[src/hw/rtl/mdf_pkg.sv]
// Shared types, constants and hash step for the message duplicate filter.
package mdf_pkg;

   localparam int          CACHE_ENTRIES_DEFAULT = 32;
   localparam int          QUEUE_DEPTH           = 2;
   localparam int          CSR_ADDR_W            = 3;
   localparam int          CSR_DATA_W            = 32;

   localparam logic [31:0] FNV_BASIS             = 32'd2166136261;
   localparam logic [31:0] FNV_PRIME             = 32'd16777619;
   localparam logic [10:0] MS_PER_SECOND         = 11'd1000;
   localparam logic [7:0]  TOLERANCE_RESET       = 8'd5;
   localparam logic [15:0] HASHED_PAYLOAD_MAX    = 16'd16;
   localparam logic [4:0]  HEADER_LAST           = 5'd14;
   localparam logic [4:0]  SENDER_BYTES          = 5'd8;

   // register index, taken from paddr[2]
   localparam logic        CSR_TOLERANCE         = 1'b0;

   typedef struct packed {
      logic [63:0] sender_id;
      logic [63:0] timestamp_ms;
      logic [7:0]  msg_type;
      logic [15:0] payload_length;
      logic [63:0] payload_head_lo;
      logic [63:0] payload_head_hi;
   } mdf_req_type;

   typedef struct packed {
      logic        is_duplicate;
      logic [31:0] message_hash;
   } mdf_rsp_type;

   typedef struct packed {
      logic [31:0] hash;
      logic [31:0] seconds;
   } mdf_entry_type;

   typedef enum logic [1:0] {
      FRONT_IDLE,
      FRONT_HASH,
      FRONT_PUSH
   } front_state_type;

   typedef enum logic [1:0] {
      BACK_IDLE,
      BACK_SEARCH,
      BACK_REPORT
   } back_state_type;

   function automatic logic [31:0] fnv_step(input logic [31:0] h, input logic [7:0] b);
      logic [31:0] x;
      logic [63:0] p;
      x = h ^ {24'd0, b};
      p = x * FNV_PRIME;
      return p[31:0];
   endfunction

endpackage

[src/hw/rtl/message_duplicate_filter.sv]
// Message duplicate filter top level: register port, front, queues and cache back.
//
// Requests enter on req_push/req_full/req_data, results leave on rsp_empty/rsp_pop/rsp_data,
// one result per request and in request order. The tolerance register sits at byte
// address 0 of the csr port; write it only while no request is in flight.
// The front takes a request when idle and folds 15 + min(payload_length,16) bytes into
// the FNV-1a hash, one byte per cycle, then hands the result on to the middle queue; the
// timestamp division by 1000 runs eight quotient bits per cycle beside the sender bytes.
// The front takes no new request until it has handed the last one on.
// The back scans the filled cache entries one per cycle through a registered memory
// read, skips the scan on an empty cache and stops early on a hit. Front and back
// overlap through a two-entry queue; throughput is set by the slower of the two.
// Results wait in a two-entry queue; when it fills the back stops, then the middle
// queue fills and req_full stays high. Reset empties all queues and the cache and sets
// the tolerance to 5 seconds; no clearing pass is needed.
module message_duplicate_filter
   import mdf_pkg::*;
#(
   parameter int CACHE_ENTRIES = CACHE_ENTRIES_DEFAULT
) (
   input  logic                  clock,
   input  logic                  reset,
   input  logic                  req_push,
   input  mdf_req_type           req_data,
   output logic                  req_full,
   output logic                  rsp_empty,
   input  logic                  rsp_pop,
   output mdf_rsp_type           rsp_data,
   input  logic                  csr_psel,
   input  logic                  csr_penable,
   input  logic                  csr_pwrite,
   input  logic [CSR_ADDR_W-1:0] csr_paddr,
   input  logic [CSR_DATA_W-1:0] csr_pwdata,
   output logic [CSR_DATA_W-1:0] csr_prdata,
   output logic                  csr_pready
);

   logic [7:0]       tol_ff, tol_in;
   logic             csr_write;
   logic             mid_push, mid_full, mid_pop, mid_empty;
   mdf_entry_type    mid_in_data, mid_out_data;
   logic             out_push, out_full;
   mdf_rsp_type      out_data;

   assign csr_pready = 1'b1;
   assign csr_write  = csr_psel && csr_penable && csr_pwrite && csr_pready &&
                       (csr_paddr[2] == CSR_TOLERANCE);
   assign tol_in     = csr_write ? csr_pwdata[7:0] : tol_ff;
   assign csr_prdata = (csr_paddr[2] == CSR_TOLERANCE) ? {24'd0, tol_ff} : '0;

   always_ff @(posedge clock) begin
      if (reset) begin
         tol_ff <= TOLERANCE_RESET;
      end else begin
         tol_ff <= tol_in;
      end
   end

   mdf_front u_front (
      .clock    (clock),
      .reset    (reset),
      .req_push (req_push),
      .req_data (req_data),
      .req_full (req_full),
      .mid_push (mid_push),
      .mid_data (mid_in_data),
      .mid_full (mid_full)
   );

   mdf_queue #(
      .item_type (mdf_entry_type),
      .DEPTH     (QUEUE_DEPTH)
   ) u_mid_queue (
      .clock     (clock),
      .reset     (reset),
      .push      (mid_push),
      .push_data (mid_in_data),
      .full      (mid_full),
      .pop       (mid_pop),
      .pop_data  (mid_out_data),
      .empty     (mid_empty)
   );

   mdf_back #(
      .CACHE_ENTRIES (CACHE_ENTRIES)
   ) u_back (
      .clock     (clock),
      .reset     (reset),
      .tolerance (tol_ff),
      .mid_empty (mid_empty),
      .mid_data  (mid_out_data),
      .mid_pop   (mid_pop),
      .out_full  (out_full),
      .out_push  (out_push),
      .out_data  (out_data)
   );

   mdf_queue #(
      .item_type (mdf_rsp_type),
      .DEPTH     (QUEUE_DEPTH)
   ) u_rsp_queue (
      .clock     (clock),
      .reset     (reset),
      .push      (out_push),
      .push_data (out_data),
      .full      (out_full),
      .pop       (rsp_pop),
      .pop_data  (rsp_data),
      .empty     (rsp_empty)
   );

endmodule

[src/hw/rtl/mdf_queue.sv]
// Small register queue used between the front and back and on the result side.
module mdf_queue
   import mdf_pkg::*;
#(
   parameter type item_type = mdf_entry_type,
   parameter int  DEPTH     = QUEUE_DEPTH
) (
   input  logic     clock,
   input  logic     reset,
   input  logic     push,
   input  item_type push_data,
   output logic     full,
   input  logic     pop,
   output item_type pop_data,
   output logic     empty
);

   localparam int PTR_W = (DEPTH > 1) ? $clog2(DEPTH) : 1;
   localparam int CNT_W = $clog2(DEPTH + 1);

   item_type             slot_ff [DEPTH];
   logic [PTR_W-1:0]     wr_ptr_ff, wr_ptr_in;
   logic [PTR_W-1:0]     rd_ptr_ff, rd_ptr_in;
   logic [CNT_W-1:0]     count_ff, count_in;
   logic                 do_push, do_pop;

   assign full     = (count_ff == CNT_W'(DEPTH));
   assign empty    = (count_ff == '0);
   assign do_push  = push && !full;
   assign do_pop   = pop && !empty;
   assign pop_data = slot_ff[rd_ptr_ff];

   always_comb begin
      wr_ptr_in = wr_ptr_ff;
      rd_ptr_in = rd_ptr_ff;
      count_in  = count_ff;
      if (do_push) begin
         wr_ptr_in = (wr_ptr_ff == PTR_W'(DEPTH - 1)) ? '0 : wr_ptr_ff + 1'b1;
      end
      if (do_pop) begin
         rd_ptr_in = (rd_ptr_ff == PTR_W'(DEPTH - 1)) ? '0 : rd_ptr_ff + 1'b1;
      end
      case ({do_push, do_pop})
         2'b10:   count_in = count_ff + 1'b1;
         2'b01:   count_in = count_ff - 1'b1;
         default: count_in = count_ff;
      endcase
   end

   always_ff @(posedge clock) begin
      if (reset) begin
         wr_ptr_ff <= '0;
         rd_ptr_ff <= '0;
         count_ff  <= '0;
      end else begin
         wr_ptr_ff <= wr_ptr_in;
         rd_ptr_ff <= rd_ptr_in;
         count_ff  <= count_in;
      end
   end

   always_ff @(posedge clock) begin
      if (do_push) begin
         slot_ff[wr_ptr_ff] <= push_data;
      end
   end

endmodule

[src/hw/rtl/mdf_front.sv]
// Front part: accept a request, divide the timestamp by 1000 and fold the FNV-1a hash.
module mdf_front
   import mdf_pkg::*;
(
   input  logic          clock,
   input  logic          reset,
   input  logic          req_push,
   input  mdf_req_type   req_data,
   output logic          req_full,
   output logic          mid_push,
   output mdf_entry_type mid_data,
   input  logic          mid_full
);

   front_state_type      state_ff, state_in;
   mdf_req_type          req_ff, req_in;
   logic [4:0]           idx_ff, idx_in;
   logic [4:0]           last_ff, last_in;
   logic [31:0]          hash_ff, hash_in;
   logic [31:0]          quo_ff, quo_in;
   logic [9:0]           rem_ff, rem_in;
   logic [63:0]          dvd_ff, dvd_in;
   logic [31:0][7:0]     stream_w;
   logic [9:0]           div_rem;
   logic [7:0]           div_quo;
   logic [4:0]           head_count;

   assign stream_w = {8'h00, req_ff.payload_head_hi, req_ff.payload_head_lo,
                      req_ff.payload_length, req_ff.msg_type, quo_ff, req_ff.sender_id};

   assign head_count = (req_data.payload_length > HASHED_PAYLOAD_MAX) ?
                       HASHED_PAYLOAD_MAX[4:0] : req_data.payload_length[4:0];

   // eight restoring steps of the long division per cycle
   always_comb begin
      logic [10:0] t;
      div_rem = rem_ff;
      div_quo = '0;
      for (int k = 0; k < 8; k++) begin
         t = {div_rem, dvd_ff[63-k]};
         if (t >= MS_PER_SECOND) begin
            t          = t - MS_PER_SECOND;
            div_quo[7-k] = 1'b1;
         end
         div_rem = t[9:0];
      end
   end

   always_comb begin
      state_in = state_ff;
      req_in   = req_ff;
      idx_in   = idx_ff;
      last_in  = last_ff;
      hash_in  = hash_ff;
      quo_in   = quo_ff;
      rem_in   = rem_ff;
      dvd_in   = dvd_ff;
      req_full = 1'b1;
      mid_push = 1'b0;
      mid_data = '{hash: hash_ff, seconds: quo_ff};
      case (state_ff)
         FRONT_IDLE: begin
            req_full = 1'b0;
            if (req_push) begin
               req_in   = req_data;
               idx_in   = '0;
               last_in  = HEADER_LAST + head_count;
               hash_in  = FNV_BASIS;
               quo_in   = '0;
               rem_in   = '0;
               dvd_in   = req_data.timestamp_ms;
               state_in = FRONT_HASH;
            end
         end
         FRONT_HASH: begin
            hash_in = fnv_step(hash_ff, stream_w[idx_ff]);
            if (idx_ff < SENDER_BYTES) begin
               quo_in = {quo_ff[23:0], div_quo};
               rem_in = div_rem;
               dvd_in = {dvd_ff[55:0], 8'h00};
            end
            idx_in = idx_ff + 1'b1;
            if (idx_ff == last_ff) begin
               state_in = FRONT_PUSH;
            end
         end
         FRONT_PUSH: begin
            mid_push = 1'b1;
            if (!mid_full) begin
               state_in = FRONT_IDLE;
            end
         end
         default: state_in = FRONT_IDLE;
      endcase
   end

   always_ff @(posedge clock) begin
      if (reset) begin
         state_ff <= FRONT_IDLE;
      end else begin
         state_ff <= state_in;
      end
   end

   always_ff @(posedge clock) begin
      req_ff  <= req_in;
      idx_ff  <= idx_in;
      last_ff <= last_in;
      hash_ff <= hash_in;
      quo_ff  <= quo_in;
      rem_ff  <= rem_in;
      dvd_ff  <= dvd_in;
   end

endmodule

[src/hw/rtl/mdf_back.sv]
// Back part: scan the cache for a matching hash within the tolerance, report, and record new entries.
module mdf_back
   import mdf_pkg::*;
#(
   parameter int CACHE_ENTRIES = CACHE_ENTRIES_DEFAULT
) (
   input  logic          clock,
   input  logic          reset,
   input  logic [7:0]    tolerance,
   input  logic          mid_empty,
   input  mdf_entry_type mid_data,
   output logic          mid_pop,
   input  logic          out_full,
   output logic          out_push,
   output mdf_rsp_type   out_data
);

   localparam int IDX_W = (CACHE_ENTRIES > 1) ? $clog2(CACHE_ENTRIES) : 1;
   localparam int CNT_W = $clog2(CACHE_ENTRIES + 1);

   mdf_entry_type        cache_ff [CACHE_ENTRIES];
   mdf_entry_type        rdata_ff;
   mdf_entry_type        item_ff, item_in;
   back_state_type       state_ff, state_in;
   logic [IDX_W-1:0]     addr_ff, addr_in;
   logic [IDX_W-1:0]     ptr_ff, ptr_in;
   logic [CNT_W-1:0]     fill_ff, fill_in;
   logic                 iss_ff, iss_in;
   logic                 cmp_ff, cmp_in;
   logic                 cmp_last_ff, cmp_last_in;
   logic                 dup_ff, dup_in;
   logic                 issue_last;
   logic                 hit;
   logic                 wr_en;
   logic [31:0]          diff;
   logic [31:0]          tol_w;

   assign issue_last = (CNT_W'(addr_ff) == fill_ff - CNT_W'(1));
   assign tol_w      = {24'd0, tolerance};
   assign diff       = item_ff.seconds - rdata_ff.seconds;
   assign hit        = (rdata_ff.hash == item_ff.hash) &&
                       ((diff <= tol_w) || ((32'd0 - diff) <= tol_w));
   assign wr_en      = (state_ff == BACK_REPORT) && !dup_ff;

   always_comb begin
      state_in    = state_ff;
      item_in     = item_ff;
      addr_in     = addr_ff;
      ptr_in      = ptr_ff;
      fill_in     = fill_ff;
      iss_in      = 1'b0;
      cmp_in      = 1'b0;
      cmp_last_in = 1'b0;
      dup_in      = dup_ff;
      mid_pop     = 1'b0;
      out_push    = 1'b0;
      out_data    = '{is_duplicate: dup_ff, message_hash: item_ff.hash};
      case (state_ff)
         BACK_IDLE: begin
            if (!mid_empty && !out_full) begin
               mid_pop  = 1'b1;
               item_in  = mid_data;
               addr_in  = '0;
               dup_in   = 1'b0;
               iss_in   = (fill_ff != '0);
               state_in = (fill_ff == '0) ? BACK_REPORT : BACK_SEARCH;
            end
         end
         BACK_SEARCH: begin
            if (iss_ff) begin
               cmp_in      = 1'b1;
               cmp_last_in = issue_last;
               iss_in      = !issue_last;
               if (!issue_last) begin
                  addr_in = addr_ff + 1'b1;
               end
            end
            if (cmp_ff && hit) begin
               dup_in   = 1'b1;
               iss_in   = 1'b0;
               cmp_in   = 1'b0;
               state_in = BACK_REPORT;
            end else if (cmp_ff && cmp_last_ff) begin
               state_in = BACK_REPORT;
            end
         end
         BACK_REPORT: begin
            out_push = 1'b1;
            if (!dup_ff) begin
               ptr_in = (ptr_ff == IDX_W'(CACHE_ENTRIES - 1)) ? '0 : ptr_ff + 1'b1;
               if (fill_ff != CNT_W'(CACHE_ENTRIES)) begin
                  fill_in = fill_ff + 1'b1;
               end
            end
            state_in = BACK_IDLE;
         end
         default: state_in = BACK_IDLE;
      endcase
   end

   always_ff @(posedge clock) begin
      if (reset) begin
         state_ff    <= BACK_IDLE;
         ptr_ff      <= '0;
         fill_ff     <= '0;
         iss_ff      <= 1'b0;
         cmp_ff      <= 1'b0;
         cmp_last_ff <= 1'b0;
         dup_ff      <= 1'b0;
      end else begin
         state_ff    <= state_in;
         ptr_ff      <= ptr_in;
         fill_ff     <= fill_in;
         iss_ff      <= iss_in;
         cmp_ff      <= cmp_in;
         cmp_last_ff <= cmp_last_in;
         dup_ff      <= dup_in;
      end
   end

   always_ff @(posedge clock) begin
      item_ff <= item_in;
      addr_ff <= addr_in;
   end

   always_ff @(posedge clock) begin
      if (wr_en) begin
         cache_ff[ptr_ff] <= item_ff;
      end
      rdata_ff <= cache_ff[addr_ff];
   end

`ifndef ASSERT_OFF
   assert property (@(posedge clock) disable iff (reset)
      fill_ff <= CNT_W'(CACHE_ENTRIES))
      else $error("cache fill count beyond cache size");

   assert property (@(posedge clock) disable iff (reset)
      (fill_ff != CNT_W'(CACHE_ENTRIES)) |-> (CNT_W'(ptr_ff) == fill_ff))
      else $error("replace pointer out of step with fill count");

   assert property (@(posedge clock) disable iff (reset)
      out_push |-> !out_full)
      else $error("result written into a full queue");

   assert property (@(posedge clock) disable iff (reset)
      (state_ff == BACK_SEARCH) |-> (fill_ff != '0))
      else $error("search started on an empty cache");

   assert property (@(posedge clock) disable iff (reset)
      wr_en |=> (fill_ff != '0) && $past(!dup_ff))
      else $error("cache written for a duplicate");
`endif

endmodule

[config.mk]
export PLATFORM = sky130hd
export DESIGN_NAME = message_duplicate_filter
export DESIGN_NICKNAME = d
export VERILOG_FILES = /design/src/hw/rtl/mdf_pkg.sv /design/src/hw/rtl/message_duplicate_filter.sv /design/src/hw/rtl/mdf_queue.sv /design/src/hw/rtl/mdf_front.sv /design/src/hw/rtl/mdf_back.sv
export SDC_FILE = /design/constraint.sdc
export NUM_CORES = 2
export LEC_CHECK = 0
export ABC_AREA = 1
export ABC_CLOCK_PERIOD_IN_PS = 28100
export BUFFER_PORTS_ARGS = -buffer_cell sky130_fd_sc_hd__buf_2
export CELL_PAD_IN_SITES_DETAIL_PLACEMENT = 0
export CELL_PAD_IN_SITES_GLOBAL_PLACEMENT = 1
export CORE_MARGIN = 2
export CORE_UTILIZATION = 50
export DETAILED_ROUTE_END_ITERATION = 8
export PLACE_DENSITY_LB_ADDON = 0.1
export REMOVE_ABC_BUFFERS = 1
export SYNTH_ARGS = -nofsm -noshare
export SYNTH_HDL_FRONTEND = slang
export SYNTH_SLANG_ARGS = --single-unit
[constraint.sdc]
create_clock -name clock -period 28.1 [get_ports clock]
set_clock_uncertainty 0.1 [all_clocks]
set_input_delay 1.405 -clock clock [delete_from_list [all_inputs] [get_ports clock]]
set_output_delay 1.405 -clock clock [all_outputs]
set_load 0.03 [all_outputs]
# After elaboration in Yosys (flattened, before gate mapping)
# Memory sizes are Yosys's and may differ from the RTL's. A register that Yosys moved wholly into a read port is not among the register bits.
# Cells that the tools add are included.
dict set report op_classes {
  n_reduce_logical 41
  n_eq_ne 24
  n_addsub 24
  magnitude_cmp 13
  muxes 74
  multipliers 1
  bitwise_logic 5
}
# op n
set op_table {}
lappend op_table {{2-to-1 mux 64 bit} 2}
lappend op_table {{one-hot mux 32 bit (2 select lines)} 2}
lappend op_table {{one-hot mux 64 bit (2 select lines)} 1}
lappend op_table {{2-to-1 mux 10 bit} 10}
lappend op_table {{2-to-1 mux 32 bit} 3}
lappend op_table {{greater-or-equal comparator 11 x 10 -> 1 bit, second input constant} 8}
lappend op_table {{subtractor 10 bit, second input constant} 8}
lappend op_table {{less-or-equal comparator 32 x 8 -> 1 bit} 2}
lappend op_table {{binary-select mux 8 bit (select 5 bit)} 1}
lappend op_table {{== test 32 bit} 1}
lappend op_table {{multiplier 32 x 25 -> 32 bit, second input constant} 1}
lappend op_table {{subtractor 1 x 32 -> 32 bit, first input constant} 1}
lappend op_table {{subtractor 32 bit} 1}
lappend op_table {{XOR 32 x 8 -> 32 bit} 1}
lappend op_table {{2-to-1 mux 1 bit} 31}
lappend op_table {{2-to-1 mux 5 bit} 6}
lappend op_table {{one-hot mux 10 bit (2 select lines)} 1}
lappend op_table {{one-hot mux 5 bit (2 select lines)} 2}
lappend op_table {{> comparator 16 x 5 -> 1 bit, second input constant} 1}
lappend op_table {{2-to-1 mux 8 bit} 2}
lappend op_table {{adder 5 x 1 -> 5 bit, second input constant} 3}
lappend op_table {{2-to-1 mux 2 bit} 7}
lappend op_table {{== test 2 bit, second input constant} 6}
lappend op_table {{logical AND 1 bit} 12}
lappend op_table {{30 further kinds} 69}
dict set report word_totals {
  memories 3
  mem_bits_rw 2242
  out_inout_bits 68
  regBits 404
  word_cells 212
}
# name words word_bits read_ports rd_clocked_by_memory_dff write_ports line_no
set memory_table {}
lappend memory_table {u_back.cache_ff 32 64 1 1 1 mdf_back.sv:21} ;# mdf_entry_type cache_ff [CACHE_ENTRIES];
lappend memory_table {u_mid_queue.slot_ff 2 64 1 1 1 mdf_queue.sv:21} ;# item_type slot_ff [DEPTH];
lappend memory_table {u_rsp_queue.slot_ff 2 33 1 1 1 mdf_queue.sv:21}

# Logic depth before layout (Yosys ltp)
dict set report depth {
  depth_word 18
  mapped_depth 55
}

# By module
# Synthesis repeated with hierarchy kept, for this count alone.
dict set report hier_totals {
  hier_cells 9633
  area_unflattened_um2 118807.7
}
# mod cells_each area_each_um2 n_inst
set modules_own_cells {}
lappend modules_own_cells {mdf_back 6957 88218.4 1}
lappend modules_own_cells {mdf_front 2197 21987.3 1}
lappend modules_own_cells {{mdf_queue at u_mid_queue} 239 5166.2 1}
lappend modules_own_cells {{mdf_queue at u_rsp_queue} 143 2782.7 1}
lappend modules_own_cells {message_duplicate_filter 97 653.1 1}

# Least setup slack after synthesis
# Ideal clock, no wire load.
dict set report synth_path {
  path_type {input-to-reg}
  startpoint {in req_push}
  endpoint {reg u_front.dvd_ff[0], enable pin}
  setup_slack_ns 11.887
  t_arrival_ns 15.385
  t_required_ns 27.272
  cell_stages 4
  path_cell_list {inv_1 nor2_1 inv_1 o31ai_1}
}
dict set report synth_via {
  elab_chain_cells 2
}
# item line_no
set synth_rtl {}
lappend synth_rtl {{start: declaration} message_duplicate_filter.sv:23} ;# input logic req_push,
lappend synth_rtl {{inequality test 2 bit (no line)} n/a}
lappend synth_rtl {{AND reduction 3 bit (no line)} n/a}
lappend synth_rtl {{end signal: assignment} mdf_front.sv:112} ;# dvd_ff <= dvd_in;
lappend synth_rtl {{end: declaration} mdf_front.sv:22} ;# logic [63:0] dvd_ff, dvd_in;
# Every way passes these cells.
# A chain may end at the register's enable or synchronous reset.

# Worst setup path in the final report
dict set report layout_path {
  startpoint {reg u_front.idx_ff[1]}
  endpoint {reg u_front.hash_ff[31], data pin}
}
dict set report layout_via {
  elab_chain_cells 5
}
# item line_no
set layout_rtl {}
lappend layout_rtl {{start: declaration} mdf_front.sv:17} ;# logic [4:0] idx_ff, idx_in;
lappend layout_rtl {{start signal: assignment} mdf_front.sv:107} ;# idx_ff <= idx_in;
lappend layout_rtl {{binary-select mux 8 bit (select 5 bit)} mdf_front.sv:76} ;# hash_in = fnv_step(hash_ff, stream_w[idx_ff]);
lappend layout_rtl {{2-to-1 mux 8 bit (not written as such)} mdf_front.sv:76}
lappend layout_rtl {{XOR 32 x 8 -> 32 bit} mdf_pkg.sv:54} ;# x = h ^ {24'd0, b};
lappend layout_rtl {{multiplier 32 x 25 -> 32 bit} mdf_pkg.sv:55} ;# p = x * FNV_PRIME;
lappend layout_rtl {{one-hot mux 32 bit (2 select lines)} mdf_front.sv:61} ;# case (state_ff)
lappend layout_rtl {{end signal: assignment} mdf_front.sv:109} ;# hash_ff <= hash_in;
lappend layout_rtl {{end: declaration} mdf_front.sv:19} ;# logic [31:0] hash_ff, hash_in;
# Every way passes these cells. The select of a mux whose other input is x is not followed.

==> qor.csv <==
metric,value,unit
outcome,"finished, final reports clean",
fin_cells,12695,
crit_family,compound AO/OA/AOI/OAI gates,
crit_path_end_kind,flip-flop,
cp_num_buf_inv,8,
drt_first_pass_iters,6,
synth-seq-cells,2775,
maxCapViolations,0,
power_density,131,nW/um2
drc,0,
m1WireLength,139000,um
p_sw,6.92,mW
period_minus_slack,10.17,ns
dp_slack,17.82,ns
grt_util_all_layers,28.1,%
leakagePower,45.7,nW
seq_power_share,30.8,%
cts.path.max_buffers,4,
die_x,486,um
reg2reg_to,u_front.hash_ff[31],
num_vias,75478,
crit_required,28.65,ns
areaGrowthSynthToFinish,12.6,%
synthTopCellsByArea,"edfxtp_1 (69%), o21ai_0 (5.3%), nor2_1 (4.5%)",
ioPinCount,390,
top_layer_used,met5,
grt_antenna_before_repair,51,
routedWlPerCell,26.6,um
setup_ws,17.93,ns
postLayoutCellArea,131000,um2
r2r_cells,43,
gr-total-overflow,0,
ys_seq_area_share,71.0,%
cpMaxStageDelayCell,inv_1,
slowest_delay,0.64,ns
clock-sinks,2775,
fp.dieH,486,um
p_clk_share,22.1,%
tightest_slew,1.42,ns
swShare,40.4,%
min_path_type,flip-flop to flip-flop,
r2r-start,u_front.idx_ff[1],
finalHoldViolCount,0,
cp_data_arrival_time,10.71,ns
synth_area_per_cell,12.7,um2
hp-start,u_rsp_queue.rd_ptr_ff,
viasPerCell,5.95,
hpwlAfterDp,185000,um
whs_path_depth,1,
maxSlewViolCount,0,
drtAntennaViolNets,0,
syn_inst,9112,
wl,337000,um
synth_top_area_share,69.2,%
synthArstFlopShare,0,%
cts_hold_buf,0,
place_inst,12138,
cts_made_buffers,307,
yosys_warnings,0,
first_iter_violations,8443,
synth_area_leader_cell,edfxtp_1,
grt_pass1_wl,488000,um
cts-root-buf,clkbuf_16,
core,230000,um2
synthesis.area,116000,um2
portBuffers,338,
max_freq,98.3,MHz
cts_tree,done,
period_share,36.2,%
internal-power,10.2,mW
clk_pin_slew,0.06,ns
setup_viol,0,
met3_length,28800,um
clkLatencyLatePin,0.95,ns
drive_gt1_share,11.6,%
synthFlopType,edfxtp_1,
cp-start-kind,flip-flop,
die_area,236000,um2
ctsResizeCount,0,
relSlewSlack,5.41,%
wl_met2,159000,um
synth_cell_types,65,
worst_hold_slack,0.356,ns
timing_worst_setup_path_type,flip-flop to flip-flop,
cts_setup_buffers,0,
crit_cells,43,
irDropWorstVdd,0.000598,V
finalNetCount,10065,
grt_pass1_vias,72620,
htree_num_levels,5,
synth_edf_count,2675,
row_count,176,
grt_max_degree,208,
rsz0062_at_grt,false,
dpl_cell_area,121000,um2
r2r_slack,17.93,ns
p_comb_share,47.1,%
initial_utilization,50.4,%
place.gp.congestion,0.830,
setup_tns,0,ns
cp_max_fo,31,
[placed cells by master (no fill, tap or decap), drive strengths merged, types with 3 or more instances in the layout]
cell type,instances
a211oi,6
fa,75
nor2,1422
nand3,202
o22ai,312
o21a,9
and2,3
o21ai,1236
xnor2,48
o21bai,5
bufinv,15
clkinvlp,3
mux2,33
clkinv,98
xor2,71
ha,247
buf,513
edfxtp,2675
nand3b,9
nand2,843
a311oi,3
o211ai,11
conb,25
dfxtp,100
nor3,52
nand4,34
or2,13
clkbuf,412
o2111ai,17
a21oi,196
a21boi,4
a22oi,20
diode,22
nor3b,6
a31oi,46
nor4,16
a221oi,87
o221ai,168
inv,532
a32oi,63
[cell usage after synthesis (5+ instances only)]
cell type and instances:
nor2_4 9, o22ai_1 312, o21a_1 9, nor3_1 52, o2111ai_1 17, inv_1 503, o211ai_1 11, xnor2_1 48
a31oi_1 46, mux2_2 33, clkbuf_1 477, nor2_2 8, buf_1 33, nor4_1 16, a221oi_1 87, nand3b_1 9
o21ai_0 1230, buf_4 25, a32oi_1 63, nand2_2 23, nand3_1 191, nand4_1 34, xor2_1 71, fa_1 75
ha_1 247, a21oi_1 195, dfxtp_1 100, nor2_1 1405, nand2_1 804, a22oi_1 20, inv_2 17, o221ai_1 168
nand3_2 9, nor3b_1 6, a211oi_1 6, o21bai_1 5, or2_2 13, edfxtp_1 2675, nand2_4 15
[logic make-up (layout without fill, tap and decap cells)]
kind of cell             count (synthesis)  after routing  share of synthesized area, %
adder cells (fa/ha/maj)                322            322                          3.96
AND/OR/NAND/NOR                       2604           2604                          9.20
flip-flops                            2775           2775                          71.0
XOR/XNOR                               119            119                         0.898
buffers and inverters                 1061           1573                          3.53
multiplexers                            35             35                         0.338
other                                    2             47                       0.00647
AO/OA/AOI/OAI                         2194           2194                          11.1
[per-layer routing]
layer	vias to the layer above	track usage (%)
li1	33928	-
met1	37632	39.0
met2	3264	45.6
met3	604	5.04
met4	50	8.47
met5	-	0
[worst max-delay path by stage]
| stage | startpoint | end | slack [ns] |
|---|---|---|---|
| global placement | u_front.idx_ff[1] | u_front.hash_ff[31] | 17.82 |
| global route | u_front.idx_ff[1] | u_front.hash_ff[31] | 17.20 |
| finish | u_front.idx_ff[1] | u_front.hash_ff[31] | 17.93 |
| detailed placement | u_front.idx_ff[1] | u_front.hash_ff[31] | 17.82 |
| CTS | u_front.idx_ff[1] | u_front.hash_ff[31] | 17.78 |
| floorplan | u_back.addr_ff[0] | u_back.rdata_ff[62] | -38.22 |
[per-stage QoR]
stage,utilization (%),total power [mW]
3_5_place_dp,52.6,13.4
4_1_cts,56.7,17.3
2_1_floorplan,-,11.4
6_report,56.7,17.2
3_3_place_gp,52.6,13.4
5_1_grt,56.7,18.6
[power groups by stage]
stage | Clock, mW | Sequential (mW) | Combinational, mW
after floorplan | 0 | 5.42 | 6.01
after global placement | 0 | 5.35 | 8.03
after detailed placement | 0 | 5.37 | 8.05
after CTS | 3.84 | 5.28 | 8.14
after global routing | 4.01 | 5.30 | 9.32
final | 3.79 | 5.28 | 8.08
[cell type report]
cell class,instances,area (um2)
antenna,22,55.1
clock buffer,412,8370
clock inverter,123,982
fill,18665,99700
inverter,525,2020
multi-input combinational,5299,30000
sequential,2775,82300
tap,3026,3790
timing repair buffer,513,3130
[state kept, by name, summed over array words and instances (netlist names), 2 cells and up, named ones only]
name,cells
u_back.cache_ff,2048
u_front.req_ff,216
u_mid_queue.slot_ff,128
u_rsp_queue.slot_ff,66
u_back.rdata_ff,64
u_front.dvd_ff,64
u_back.item_ff,32
u_back.out_data,32
u_front.hash_ff,32
u_front.quo_ff,32
u_front.rem_ff,10
tol_ff,8
u_back.fill_ff,6
u_back.addr_ff,5
u_back.ptr_ff,5
u_front.idx_ff,5
u_front.last_ff,5
u_back.state_ff,2
u_front.state_ff,2
u_mid_queue.count_ff,2
u_rsp_queue.count_ff,2
Note: power is estimated with default switching activity, not from simulation.
